$ cat src/rtl/core/sagq_pkg.sv
package sagq_pkg;

  // Field widths
  localparam int IDX_WIDTH  = 24;
  localparam int SUM_WIDTH  = 32;
  localparam int CNT_WIDTH  = 16;
  localparam int BYTE_WIDTH = 8;
  localparam int NUM_CH     = 3;

  // Dividend: the bits of a sum below its sign bit, one quotient bit per divider cell
  localparam int DVD_WIDTH  = SUM_WIDTH - 1;
  localparam int DIV_STEPS  = DVD_WIDTH;
  // Quotients of 2^QUO_WIDTH or more saturate the byte
  localparam int QUO_WIDTH  = 2 * BYTE_WIDTH;
  localparam int ROOT_WIDTH = QUO_WIDTH / 2;
  localparam int SQRT_STEPS = ROOT_WIDTH;
  localparam int REM_WIDTH  = ROOT_WIDTH + 2;

  typedef struct packed {
    logic                  neg;
    logic                  sat;
    logic [CNT_WIDTH-1:0]  rem;
    logic [DVD_WIDTH-1:0]  dvd;
    logic [QUO_WIDTH-1:0]  quo;
  } div_lane_t;

  typedef struct packed {
    logic [IDX_WIDTH-1:0]         idx;
    div_lane_t [NUM_CH-1:0]       lane;
  } div_word_t;

  typedef struct packed {
    logic                  neg;
    logic                  sat;
    logic [QUO_WIDTH-1:0]  rad;
    logic [REM_WIDTH-1:0]  rem;
    logic [ROOT_WIDTH-1:0] root;
  } sqrt_lane_t;

  typedef struct packed {
    logic [IDX_WIDTH-1:0]         idx;
    sqrt_lane_t [NUM_CH-1:0]      lane;
  } sqrt_word_t;

  // Per-cell control: pipeline advance and incoming valid
  typedef struct packed {
    logic adv;
    logic vld;
  } cell_ctl_t;

endpackage

$ cat src/rtl/core/sagq_div_cell.sv
// One restoring division step per channel: brings down one dividend bit.
module sagq_div_cell (
  input  logic                           clk,
  input  logic                           rst_n,
  input  sagq_pkg::cell_ctl_t            ctl_in,
  input  logic [sagq_pkg::CNT_WIDTH-1:0] divisor,
  input  sagq_pkg::div_word_t            word_in,
  output logic                           vld_out,
  output sagq_pkg::div_word_t            word_out
);

  logic                vld_r;
  sagq_pkg::div_word_t word_r;
  sagq_pkg::div_word_t word_nxt;

  assign word_nxt.idx = word_in.idx;

  for (genvar g = 0; g < sagq_pkg::NUM_CH; g++) begin : g_lane
    logic [sagq_pkg::CNT_WIDTH:0] trial;
    logic [sagq_pkg::CNT_WIDTH:0] diff;
    logic                         ge;

    assign trial = {word_in.lane[g].rem, word_in.lane[g].dvd[sagq_pkg::DVD_WIDTH-1]};
    assign ge    = trial >= {1'b0, divisor};
    assign diff  = trial - {1'b0, divisor};

    assign word_nxt.lane[g].neg = word_in.lane[g].neg;
    // quotient bits leaving the window mean the average is too large and the byte saturates
    assign word_nxt.lane[g].sat = word_in.lane[g].sat |
                                  word_in.lane[g].quo[sagq_pkg::QUO_WIDTH-1];
    assign word_nxt.lane[g].rem = ge ? diff[sagq_pkg::CNT_WIDTH-1:0]
                                     : trial[sagq_pkg::CNT_WIDTH-1:0];
    assign word_nxt.lane[g].dvd = {word_in.lane[g].dvd[sagq_pkg::DVD_WIDTH-2:0], 1'b0};
    assign word_nxt.lane[g].quo = {word_in.lane[g].quo[sagq_pkg::QUO_WIDTH-2:0], ge};
  end

  always_ff @(posedge clk) begin
    if (!rst_n) begin
      vld_r <= 1'b0;
    end else if (ctl_in.adv) begin
      vld_r <= ctl_in.vld;
    end
  end

  always_ff @(posedge clk) begin
    if (ctl_in.adv) begin
      word_r <= word_nxt;
    end
  end

  assign vld_out  = vld_r;
  assign word_out = word_r;

endmodule

$ cat config.mk
export PLATFORM = sky130hd
export DESIGN_NAME = sagq_div_cell
export DESIGN_NICKNAME = d
export VERILOG_FILES = /design/src/rtl/core/sagq_pkg.sv /design/src/rtl/core/sagq_div_cell.sv
export SDC_FILE = /design/constraint.sdc
export NUM_CORES = 1
export LEC_CHECK = 0
export BUFFER_PORTS_ARGS = -buffer_cell sky130_fd_sc_hd__buf_2
export CAP_MARGIN = 20
export CORE_AREA = 2 2 178 180
export DETAILED_ROUTE_END_ITERATION = 7
export DIE_AREA = 0 0 180 182
export PLACE_DENSITY_LB_ADDON = 0.05
export SLEW_MARGIN = 25
export SYNTH_ARGS = -nofsm -noshare
export SYNTH_HDL_FRONTEND = slang
export SYNTH_SLANG_ARGS = --single-unit
$ cat constraint.sdc
create_clock -name clk -period 2.6 [get_ports clk]
set_clock_uncertainty 0.05 [all_clocks]
set_input_delay 0.52 -clock clk [delete_from_list [all_inputs] [get_ports clk]]
set_output_delay 0.52 -clock clk [all_outputs]
set_load 0.01 [all_outputs]
Word level (Yosys, flattened, before mapping):

Index checks and enable logic that the tools add are counted.

* flip-flop bits (word level): 217
* bits of input ports: 239

* add/subtract/negate cells: 3
* magnitude comparators: 3
* multiplexer cells: 3
* bitwise gates (word level): 3

Operator list (count)
* 17-bit by 16-bit >= comparator with 1-bit output: 3
* 16-bit 2-to-1 mux: 3
* 16-bit subtractor: 3
* 1-bit bitwise OR: 3

Depth between registers and ports, before layout:

* depth after elaboration: 2
* gate-level depth with buffers: 12

Least setup slack after synthesis:

Ideal clock, no wire load.

* path kind: input port to flip-flop
* from: in divisor[1] (netlist bit)
* to: reg word_r, in the netlist word_out[55] (data pin)
* library setup time: 260 ps
* arrival: 2480 ps
* data required time: 2290 ps
* setup slack: -190 ps
* stages: 11
* buffers on the path: 2
* cell sequence: inv_1 -> ha_1 -> nor2b_4 -> a211o_1 -> a21o_1 -> a211oi_2 -> o21ai_1 -> a41o_1 -> buf_6 -> buf_12 -> mux2_4

RTL lines
* from (decl): line sagq_div_cell.sv:6 `input logic [sagq_pkg::CNT_WIDTH-1:0] divisor,`
* to (signal assigned): line sagq_div_cell.sv:47 `word_r <= word_nxt;`
* to (decl): line sagq_div_cell.sv:13 `sagq_pkg::div_word_t word_r;`

==> metrics.md <==
| Metric | Value |
|---|---|
| Post-CTS Hold Buffers | `0` |
| CP delay by family, top | `compound AO/OA/AOI/OAI gates` |
| Cells on worst reg2reg path | `2` |
| RePlAce Congestion | `0.809` |
| Maxcap violations | `0` |
| HPWL after DPL | `23,300 um` |
| Die Wd | `180 um` |
| Final design utilization | `0.455` |
| Initial antenna violation count | `6` |
| Pre-antenna DRT Iters | `4` |
| Via density | `4.47` |
| Asr flop ratio synth | `0` |
| Peak VDD IR | `0.406 mV` |
| Syn avg cell area | `15.2 um^2` |
| Synthesis-stage register bit count | `217` |
| IO Port Bufs | `455` |
| CP max stage delay | `0.43 ns` |
| Buf+Inv Stages, Crit Path | `3` |
| H-Tree Depth | `1` |
| Global Route Usage Sum | `0.170` |
| Largest net degree at the start of global routing | `50` |
| Final Max Tran Viols | `0` |
| Hold Path Origin | `word_in[196]` |
| EDFF count, synth | `216` |
| Post-synthesis sequential area ratio | `0.682` |
| Crit Path Category | `input pin to register` |
| RSZ-0062 raised after global routing | `no` |
| NumNets Final | `1,508` |
| Pwr Density | `695 mW/mm^2` |
| I/O pins | `459` |
| Core footprint | `0.0310 mm^2` |
| R2R Setup Slk | `1.97 ns` |
| Run status | `finished, final reports clean` |
| TritonCTS clock tree | `built` |
| Die H | `182 um` |
| Most frequent cells in the layout | `buf_2, edfxtp_1, buf_4` |
| LEAKAGE | `6.33 nW` |
| Clock Pin Slew Worst Setup and Hold Paths | `0.06 ns` |
| Psw | `2.45 mW` |
| Sequential Power Share | `0.442` |
| Area Growth Syn to Fin | `47.8%` |
| CTS resizes | `0` |
| Synth unique cells | `61` |
| Residual DRC | `0` |
| DRT iter0 DRCs | `308` |
| Starting Density | `0.308` |
| Total CTS buffers | `26` |
| Internal power | `7.35 mW` |
| Final setup violating endpoints | `0` |
| Routed Antenna Nets | `0` |
| Hold EP | `word_out[196]` |
| Clock Power Share | `0.366` |
| Share of cells above drive strength 1 | `0.540` |
| Die ar. | `0.0328 mm^2` |
| Netlist Area Pre-Place | `0.00955 mm^2` |
| Vias in the first global route | `7,263` |
| Clk_lat worst skew | `0.51 ns` |
| Via count | `7,323` |
| R2R Path Start | `vld_out` |
| Worst R2R End | `vld_out` |
| Main synth FF type | `edfxtp_1` |
| Min Tclk post-route | `2.34 ns` |
| DR WL/cell | `17.8 um` |
| Crit-path cells | `buf_2 > clkinvlp_4 > ha_1 > nand4_1 > o41ai_1 > a211o_1 > a41o_1 > buf_4 > mux2_2` |
| Final Hold Fails | `0` |
| Commonest non-fill, non-tap cell in the layout | `buf_2` |
| Site Rows | `65` |
| Gr ovfl total | `0` |
| Hold Slack | `0.111 ns` |
| Critical path launch point type | `input pin` |
| Worst EP arrival | `2.54 ns` |
| Hold Path Cell Cnt | `1` |
| Comb pwr share | `0.192` |
| Yosys warning count | `0` |
| Max Freq | `0.428 GHz` |
| Post-Syn Instances | `629` |
| Setup Fix Bufs, Post-CTS | `0` |
| Critical Path RT | `2.81 ns` |
| First-pass GRT wire length | `42,600 um` |
| Tcrit/Tclk final | `0.898` |
| Drt total wl | `29,200 um` |
| Critical-path top delay cell | `o41ai_1` |
| Root Driver | `clkbuf_16` |
| Crit-path max FO | `6` |
| Clk buf depth | `3` |
| N_diodes | `0` |
| Sw Share | `0.250` |
| Hold WC Path Type | `input pin to register` |
| Clk sinks | `217` |
| Nature of the critical path endpoint | `register` |
## worst max-delay path by stage
stage / start / endpoint / slack, ns / cells after the start
after floorplan: divisor[6] / word_out[55] / 0.01 / 11
after global placement: divisor[8] / word_out[124] / -0.26 / 12
after detailed placement: divisor[6] / word_out[181] / -0.25 / 9
after CTS: divisor[8] / word_out[187] / 0.30 / 9
after global routing: divisor[0] / word_out[191] / 0.18 / 10
final: divisor[6] / word_out[187] / 0.26 / 9
## Yosys cell counts (3+ instances only)
cell      number  area, um^2
a211o_1        5        43.8
a211oi_1       5        37.5
a21o_1        11        82.6
a21oi_1       30         150
a31oi_1        4        25.0
a41o_1         3        30.0
and2_1         3        18.8
buf_4          6        45.0
clkbuf_1       4        15.0
edfxtp_1     216        6490
fa_1           3        60.1
ha_1          48         601
inv_1         27         101
mux2_2        22         248
mux2_4         7         105
mux2i_1        6        60.1
nand2_1       36         135
nand2b_1       8        50.1
nand3_1       10        50.1
nand4_1        8        50.1
nor2_1        23        86.3
nor2b_1        7        43.8
nor3_1         9        45.0
o211ai_1       3        22.5
o21a_1        10        75.1
o21ai_0       29         145
o21ai_1        4        20.0
o21bai_1       3        22.5
o31ai_1        6        45.0
or2_2          4        25.0
xnor2_1       20         175
xor2_1        11        96.3
## stage by stage
stage          TNS (ns)  power (mW)  setup WS [ns]  instances  cell area, um^2
2_1_floorplan         0        5.32        0.00982        631             9650
3_5_place_dp      -8.07        6.31         -0.251       1592            13300
5_1_grt               0        10.3          0.177       1637            14100
3_3_place_gp      -7.26        6.31         -0.256       1592            13300
6_report              0        9.81          0.264       1637            14100
4_1_cts               0        10.0          0.301       1637            14100
## kinds of logic (layout without fill, tap and decap cells)
group / after synthesis / after routing / synth area share
multiplexers: 35 / 35 / 0.0433
flip-flops: 217 / 217 / 0.682
other: 1 / 3 / 0.000393
buffers and inverters: 42 / 646 / 0.0223
adder cells (fa/ha/maj): 51 / 51 / 0.0692
AND/OR/NAND/NOR: 119 / 119 / 0.0613
AO/OA/AOI/OAI: 133 / 133 / 0.0935
XOR/XNOR: 31 / 31 / 0.0284
## sequential cells by signal, indices dropped and copies added, names as in the netlist
| name | flops |
|---|---|
| word_out | 216 |
| vld_out | 1 |
## layout make-up
cell class,count,area [um^2]
Fill cell,2991,16900
Sequential cell,217,6510
Timing Repair Buffer,573,3240
Multi-Input combinational cell,372,2910
Clock buffer,30,687
Tap cell,402,503
Clock inverter,15,159
Inverter,28,109
## worst reg2reg max path, delay by kind of cell (launching register included)
family / cells / cell delay (ns)
flops: 1 / 0.30
mux: 1 / 0.12
simple gates: 1 / 0.06
## per-layer routing
metal / vias up / share of wire / track usage
met5: - / 0.0029 / 0
met4: 12 / 0.019 / 0.0413
met3: 50 / 0.076 / 0.0479
met2: 259 / 0.51 / 0.301
met1: 3395 / 0.40 / 0.204
li1: 3607 / - / -
## power by group through the flow
stage	Clock [mW]	Combinational [mW]	Sequential (mW)
2_1_floorplan	0	0.715	4.61
3_3_place_gp	0	1.90	4.41
3_5_place_dp	0	1.90	4.41
4_1_cts	3.75	1.91	4.34
5_1_grt	3.89	2.06	4.37
6_report	3.59	1.88	4.34
Power figures use the tool's default switching activity.
