==> config.mk <==
export PLATFORM = sky130hd
export DESIGN_NAME = sagq_sqrt_cell
export DESIGN_NICKNAME = d
export VERILOG_FILES = /design/src/rtl/core/sagq_pkg.sv /design/src/rtl/core/sagq_sqrt_cell.sv
export SDC_FILE = /design/constraint.sdc
export NUM_CORES = 1
export LEC_CHECK = 0
export ABC_AREA = 1
export BUFFER_PORTS_ARGS = -buffer_cell sky130_fd_sc_hd__clkbuf_2
export CORE_MARGIN = 1
export CORE_UTILIZATION = 43
export DETAILED_ROUTE_END_ITERATION = 6
export GPL_ROUTABILITY_DRIVEN = 0
export HOLD_SLACK_MARGIN = 0.02
export MAX_ROUTING_LAYER = met4
export PLACE_DENSITY = 0.86
export SLEW_MARGIN = 20
export SYNTH_ARGS = -nofsm -noshare
export SYNTH_HDL_FRONTEND = slang
export SYNTH_SLANG_ARGS = --single-unit
export TNS_END_PERCENT = 5
==> constraint.sdc <==
create_clock -name clk -period 1.5 [get_ports clk]
set_input_delay 0.15 -clock clk [delete_from_list [all_inputs] [get_ports clk]]
set_output_delay 0.15 -clock clk [all_outputs]
set_load 0.1 [all_outputs]
==> src/rtl/core/sagq_pkg.sv <==
package sagq_pkg;

  // Field widths
  localparam int IDX_WIDTH  = 24;
  localparam int SUM_WIDTH  = 32;
  localparam int CNT_WIDTH  = 16;
  localparam int BYTE_WIDTH = 8;
  localparam int NUM_CH     = 3;

  // Dividend: the bits of a sum below its sign bit, one quotient bit per divider cell
  localparam int DVD_WIDTH  = SUM_WIDTH - 1;
  localparam int DIV_STEPS  = DVD_WIDTH;
  // Quotients of 2^QUO_WIDTH or more saturate the byte
  localparam int QUO_WIDTH  = 2 * BYTE_WIDTH;
  localparam int ROOT_WIDTH = QUO_WIDTH / 2;
  localparam int SQRT_STEPS = ROOT_WIDTH;
  localparam int REM_WIDTH  = ROOT_WIDTH + 2;

  typedef struct packed {
    logic                  neg;
    logic                  sat;
    logic [CNT_WIDTH-1:0]  rem;
    logic [DVD_WIDTH-1:0]  dvd;
    logic [QUO_WIDTH-1:0]  quo;
  } div_lane_t;

  typedef struct packed {
    logic [IDX_WIDTH-1:0]         idx;
    div_lane_t [NUM_CH-1:0]       lane;
  } div_word_t;

  typedef struct packed {
    logic                  neg;
    logic                  sat;
    logic [QUO_WIDTH-1:0]  rad;
    logic [REM_WIDTH-1:0]  rem;
    logic [ROOT_WIDTH-1:0] root;
  } sqrt_lane_t;

  typedef struct packed {
    logic [IDX_WIDTH-1:0]         idx;
    sqrt_lane_t [NUM_CH-1:0]      lane;
  } sqrt_word_t;

  // Per-cell control: pipeline advance and incoming valid
  typedef struct packed {
    logic adv;
    logic vld;
  } cell_ctl_t;

endpackage

==> src/rtl/core/sagq_sqrt_cell.sv <==
// One digit-by-digit square root step per channel: resolves one root bit.
module sagq_sqrt_cell (
  input  logic                 clk,
  input  logic                 rst_n,
  input  sagq_pkg::cell_ctl_t  ctl_in,
  input  sagq_pkg::sqrt_word_t word_in,
  output logic                 vld_out,
  output sagq_pkg::sqrt_word_t word_out
);

  logic                 vld_r;
  sagq_pkg::sqrt_word_t word_r;
  sagq_pkg::sqrt_word_t word_nxt;

  assign word_nxt.idx = word_in.idx;

  for (genvar g = 0; g < sagq_pkg::NUM_CH; g++) begin : g_lane
    logic [sagq_pkg::REM_WIDTH+1:0] trial;
    logic [sagq_pkg::REM_WIDTH+1:0] subtr;
    logic [sagq_pkg::REM_WIDTH+1:0] diff;
    logic                           ge;

    assign trial = {word_in.lane[g].rem,
                    word_in.lane[g].rad[sagq_pkg::QUO_WIDTH-1 -: 2]};
    assign subtr = {2'b00, word_in.lane[g].root, 2'b01};
    assign ge    = trial >= subtr;
    assign diff  = trial - subtr;

    assign word_nxt.lane[g].neg  = word_in.lane[g].neg;
    assign word_nxt.lane[g].sat  = word_in.lane[g].sat;
    assign word_nxt.lane[g].rad  = {word_in.lane[g].rad[sagq_pkg::QUO_WIDTH-3:0], 2'b00};
    assign word_nxt.lane[g].rem  = ge ? diff[sagq_pkg::REM_WIDTH-1:0]
                                      : trial[sagq_pkg::REM_WIDTH-1:0];
    assign word_nxt.lane[g].root = {word_in.lane[g].root[sagq_pkg::ROOT_WIDTH-2:0], ge};
  end

  always_ff @(posedge clk) begin
    if (!rst_n) begin
      vld_r <= 1'b0;
    end else if (ctl_in.adv) begin
      vld_r <= ctl_in.vld;
    end
  end

  always_ff @(posedge clk) begin
    if (ctl_in.adv) begin
      word_r <= word_nxt;
    end
  end

  assign vld_out  = vld_r;
  assign word_out = word_r;

endmodule
Word level (Yosys, flattened, before mapping)
Index checks and enable logic that the tools add are counted.
W data, S select, Z words.

cells by class
  add/subtract/negate cells = 3
  magnitude comparators = 3
  muxes and demuxes = 3

operators by type and width
  operator          count
  $ge A12 B10 Y1    3
  $mux W10          3
  $sub A10 B10 Y10  3

word-level totals
  register bits = 127
  input port bits = 136

Logic depth before layout (Yosys ltp)
  depth in word-level cells = 2
  mapped depth = 11

Worst setup path after synthesis
OpenSTA, ideal clock, no wires.

  kind = input -> register
  start point = input word_in[73] (netlist name)
  end point = register word_r, in the netlist word_out[80], data pin
  setup time = 0.254 ns
  data arrival time = 1.264 ns
  setup slack = -0.018 ns
  stages = 9
  buffers on the path = 1
  cells stage by stage = inv_1 ha_1 a21oi_2 o21ai_4 nand2_4 nand4_4 buf_8 nand2_1 nand2_1

RTL lines
  item                    line                  text
  start: declaration      sagq_sqrt_cell.sv:6   input sagq_pkg::sqrt_word_t word_in,
  end signal: assignment  sagq_sqrt_cell.sv:47  word_r <= word_nxt;
  end: declaration        sagq_sqrt_cell.sv:12  sagq_pkg::sqrt_word_t word_r;

Final worst setup path
  start point = register word_r, in the netlist word_out[97]
  end point = output word_out[97] (netlist name)

RTL lines
  item              line                 text
  end: declaration  sagq_sqrt_cell.sv:8  output sagq_pkg::sqrt_word_t word_out

No word-level cell between the ends.

==> impl_results.md <==
- CTS tree: built
- CP peak stage delay: 0.47 ns
- P_leak: between 4 and 5 nW
- FF-to-FF End: vld_out
- Met2 GRT Util: 45.90%
- GR met3 Demand/Resource: 5.758%
- Internal: 7.472 mW
- Share of layout cells above drive strength 1: approximately two fifths
- CP Capture Type: output pin
- Vias post-DR: 5642
- Multi-input logic area: 2001 sq um
- RSZ-0062 raised after global routing: no
- # diodes: 0
- Post-synth EDFFs: 126
- Reg2Reg Setup Slack: between 0.2 and 0.3 ns
- Asr flop ratio synth: 0%
- Count leader, synth: nand2_1
- Area contributors post-synth: edfxtp_1 (61%), nand2_1 (9.1%), ha_1 (6.1%), inv_1 (5.3%), nand3_2 (2.7%)
- DP HPWL: between 10000 and 15000 um
- Die area: around 15000 sq um
- Post-CTS resize count: 0
- Initial cell density of the core: between 40 and 50%
- Clk sinks: ~130
- CP Buf/Inv Count: 1
- Syn avg cell area: approximately 11 sq um
- Post-placement cell count: about 1.1k
- Hold Path Class: input port to flop
- Fmax: 704.9 MHz
- Synth Flop Type: edfxtp_1
- Crit Path Class: flop to output pin
- CP top delay family: buffers and inverters
- IO buf count: between 200 and 300
- Synth cell types: 29
- Clk Latency, worst-skew pair: about 0.42 ns
- Num CTS Buffers: 17
- Die Width: between 100 and 150 um
- DP Worst Slack: -0.2900 ns
- Sequential share of power: 34.7%
- Via-to-Cell Ratio: 4.729
- Yosys warns: 0
- CP Max Fanout: 1
- # fillers: 995
- Slew of the pin with the lowest slew margin: 0.5758 ns
- Vias in the first global route: approximately 5.6k
- Synth top cells by count: nand2_1 (150), edfxtp_1 (126), inv_1 (87), ha_1 (30), nand4_1 (21)
- WP data arrival: ~1.3 ns
- Max clock buf depth: 2
- Reg2reg start: vld_out
- Combinational Power Share: roughly a third
- First-pass GRT wire length: between 20000 and 30000 um
- GRT Total Usage: about a quarter
- DR DRC count: 0
- Clock share of power: between 30% and 40%
- Area Growth Syn to Fin: 58.01%
- Synth Register Bits: 127
- Nets: about 1.2k
- Number of cells on the critical path: 1
- GR peak layer: met2
- CTS HTree Levels: 4
- CP Cell Sequence: clkbuf_2
- Sequential fraction of the synthesis area: about three fifths
- Power Dens Cells: between 1000 and 1500 nW/um^2
- Clk root buf: clkbuf_16
- Cell taking the most area after synthesis: edfxtp_1
- Mapped Cells: around 550
- Initial DRC Count: between 200 and 300
- Critical path startpoint: word_out[97]
- Outcome: complete, no violations
- Mapped Area: slightly above 6000 sq um
- Fin util: ~70%
- Post-route setup slack: a little over 0.08 ns
- Worst slew margin: 61.78%
- GR Overflow Total: 0
- Fin. Hold Viols: 0
- I/O pin total: between 200 and 300
- Hold Slack: 0.03924 ns
- Min Clock Period, post-route: 1.419 ns
- Critical path destination: word_out[97]
- Max-slew violation count: 0
- GRT met1 Usage: between 20% and 30%
- Setup violators final: 0
- Die Ht: 122.1 um
- Wirelength per Cell: 15.26 um
- Core area: between 10000 and 15000 sq um
- R2R depth: 3
- Part of the cycle the worst path needs: 94.58%
- Pwr Total: 12.69 mW
- Hold path depth: 2
- Reg area: between 3000 and 4000 sq um
- Area share of the leading cell type in the synthesized netlist: between 60% and 70%
- Antenna violations before repair: 0
- Clock skew: 0 ns
- Pre-antenna DRT Iters: 5
- Reg clk slew, reported paths: roughly 0.060 ns
- Post-Layout Cell Count: approximately 1.2k
- Switching Fraction: 41.13%
- Maximum number of pins on one net before global-route repair: 41
- Postcts setup bufs: 0
- Max VDD drop: around 0.00092 V
- DRT antenna net count: 0
- Max-cap viol count: 0
- CP max stage cell: clkbuf_2
- Num rows: between 40 and 50
- Worst setup SP type: flop
- Final wirelength: about 18000 um
- CP required: between 1 and 1.5 ns
- Psw: between 5 and 6 mW
==> worst min path at each step <==
stage / from / end / slack [ns]
2_1_floorplan: ctl_in[1] / vld_out / 0.24
3_3_place_gp: word_in[55] / word_out[57] / 0.33
3_5_place_dp: word_in[98] / word_out[100] / 0.33
4_1_cts: word_in[38] / word_out[39] / 0.03
5_1_grt: word_in[38] / word_out[39] / 0.03
6_report: word_in[38] / word_out[39] / 0.04
==> registers in the layout, summed over array words and instances, names as in the netlist <==
name,flops
word_out,126
vld_out,1
==> placed cells by master, fill, tap and decap left out, types with 4 or more instances in the layout <==
master | netlist | final
a21oi_1 | 12 | 10
buf_4 | 6 | 74
clkbuf_16 | 0 | 17
clkbuf_2 | 0 | 260
conb_1 | 1 | 6
dlygate4sd3_1 | 0 | 93
edfxtp_1 | 126 | 126
ha_1 | 30 | 29
inv_1 | 87 | 87
inv_2 | 4 | 4
inv_6 | 0 | 7
inv_8 | 0 | 4
nand2_1 | 150 | 150
nand2_2 | 6 | 6
nand3_1 | 6 | 6
nand3_2 | 17 | 17
nand3b_1 | 12 | 12
nand4_1 | 21 | 21
nor2_1 | 20 | 20
nor2_2 | 12 | 12
o21ai_0 | 7 | 7
o21ai_1 | 9 | 9
xor2_1 | 6 | 6
==> per-layer routing <==
metal | wire length, um | vias up
li1 | - | 2759
met1 | 6911 | 2617
met2 | 9815 | 245
met3 | 1252 | 21
met5 | 0 | -
met4 | 229 | 0
==> layout make-up <==
cell class / count / area share [%]
clock inverters: 15 / 1.393
well taps: 180 / 2.300
multi-input cells: 332 / 20.43
clock buffers: 17 / 4.344
inverters: 91 / 3.488
flip-flops and latches: 127 / 38.84
repair buffers: 431 / 29.20
==> power groups by stage <==
stage / Sequential, mW / Clock [mW] / Combinational, mW
floorplan: 6.85 / 0 / 0.793
global placement: 4.45 / 0 / 4.05
detailed placement: 4.47 / 0 / 4.11
CTS: 4.40 / 4.00 / 4.32
global route: 4.43 / 4.15 / 4.54
finish: 4.40 / 3.95 / 4.34
==> timing repair <==
action / 4_1_cts / 5_1_grt
hold endpoints to repair: 92 / 0
hold buffers: 93 / 0
setup endpoints to repair: 0 / 0
==> kinds of logic after synthesis <==
group	Yosys count	share of synthesized area (%)
and+or+nand+nor	252	20.96
DFF	127	61.38
buffers and inverters	100	6.965
AOI/OAI and AO/OA	35	3.311
adders and majority gates	30	6.057
xor gates and xnor gates	9	1.272
other	1	0.06051
==> per-stage QoR <==
| stage | instance area [sq um] | setup TNS (ns) |
|---|---|---|
| final | 9792 | 0 |
| after global routing | 9792 | 0 |
| after CTS | 9792 | 0 |
| after detailed placement | 8299 | -7.286 |
| after global placement | 8299 | -5.359 |
| after floorplan | 6236 | -0.001041 |
Power figures use the tool's default switching activity.
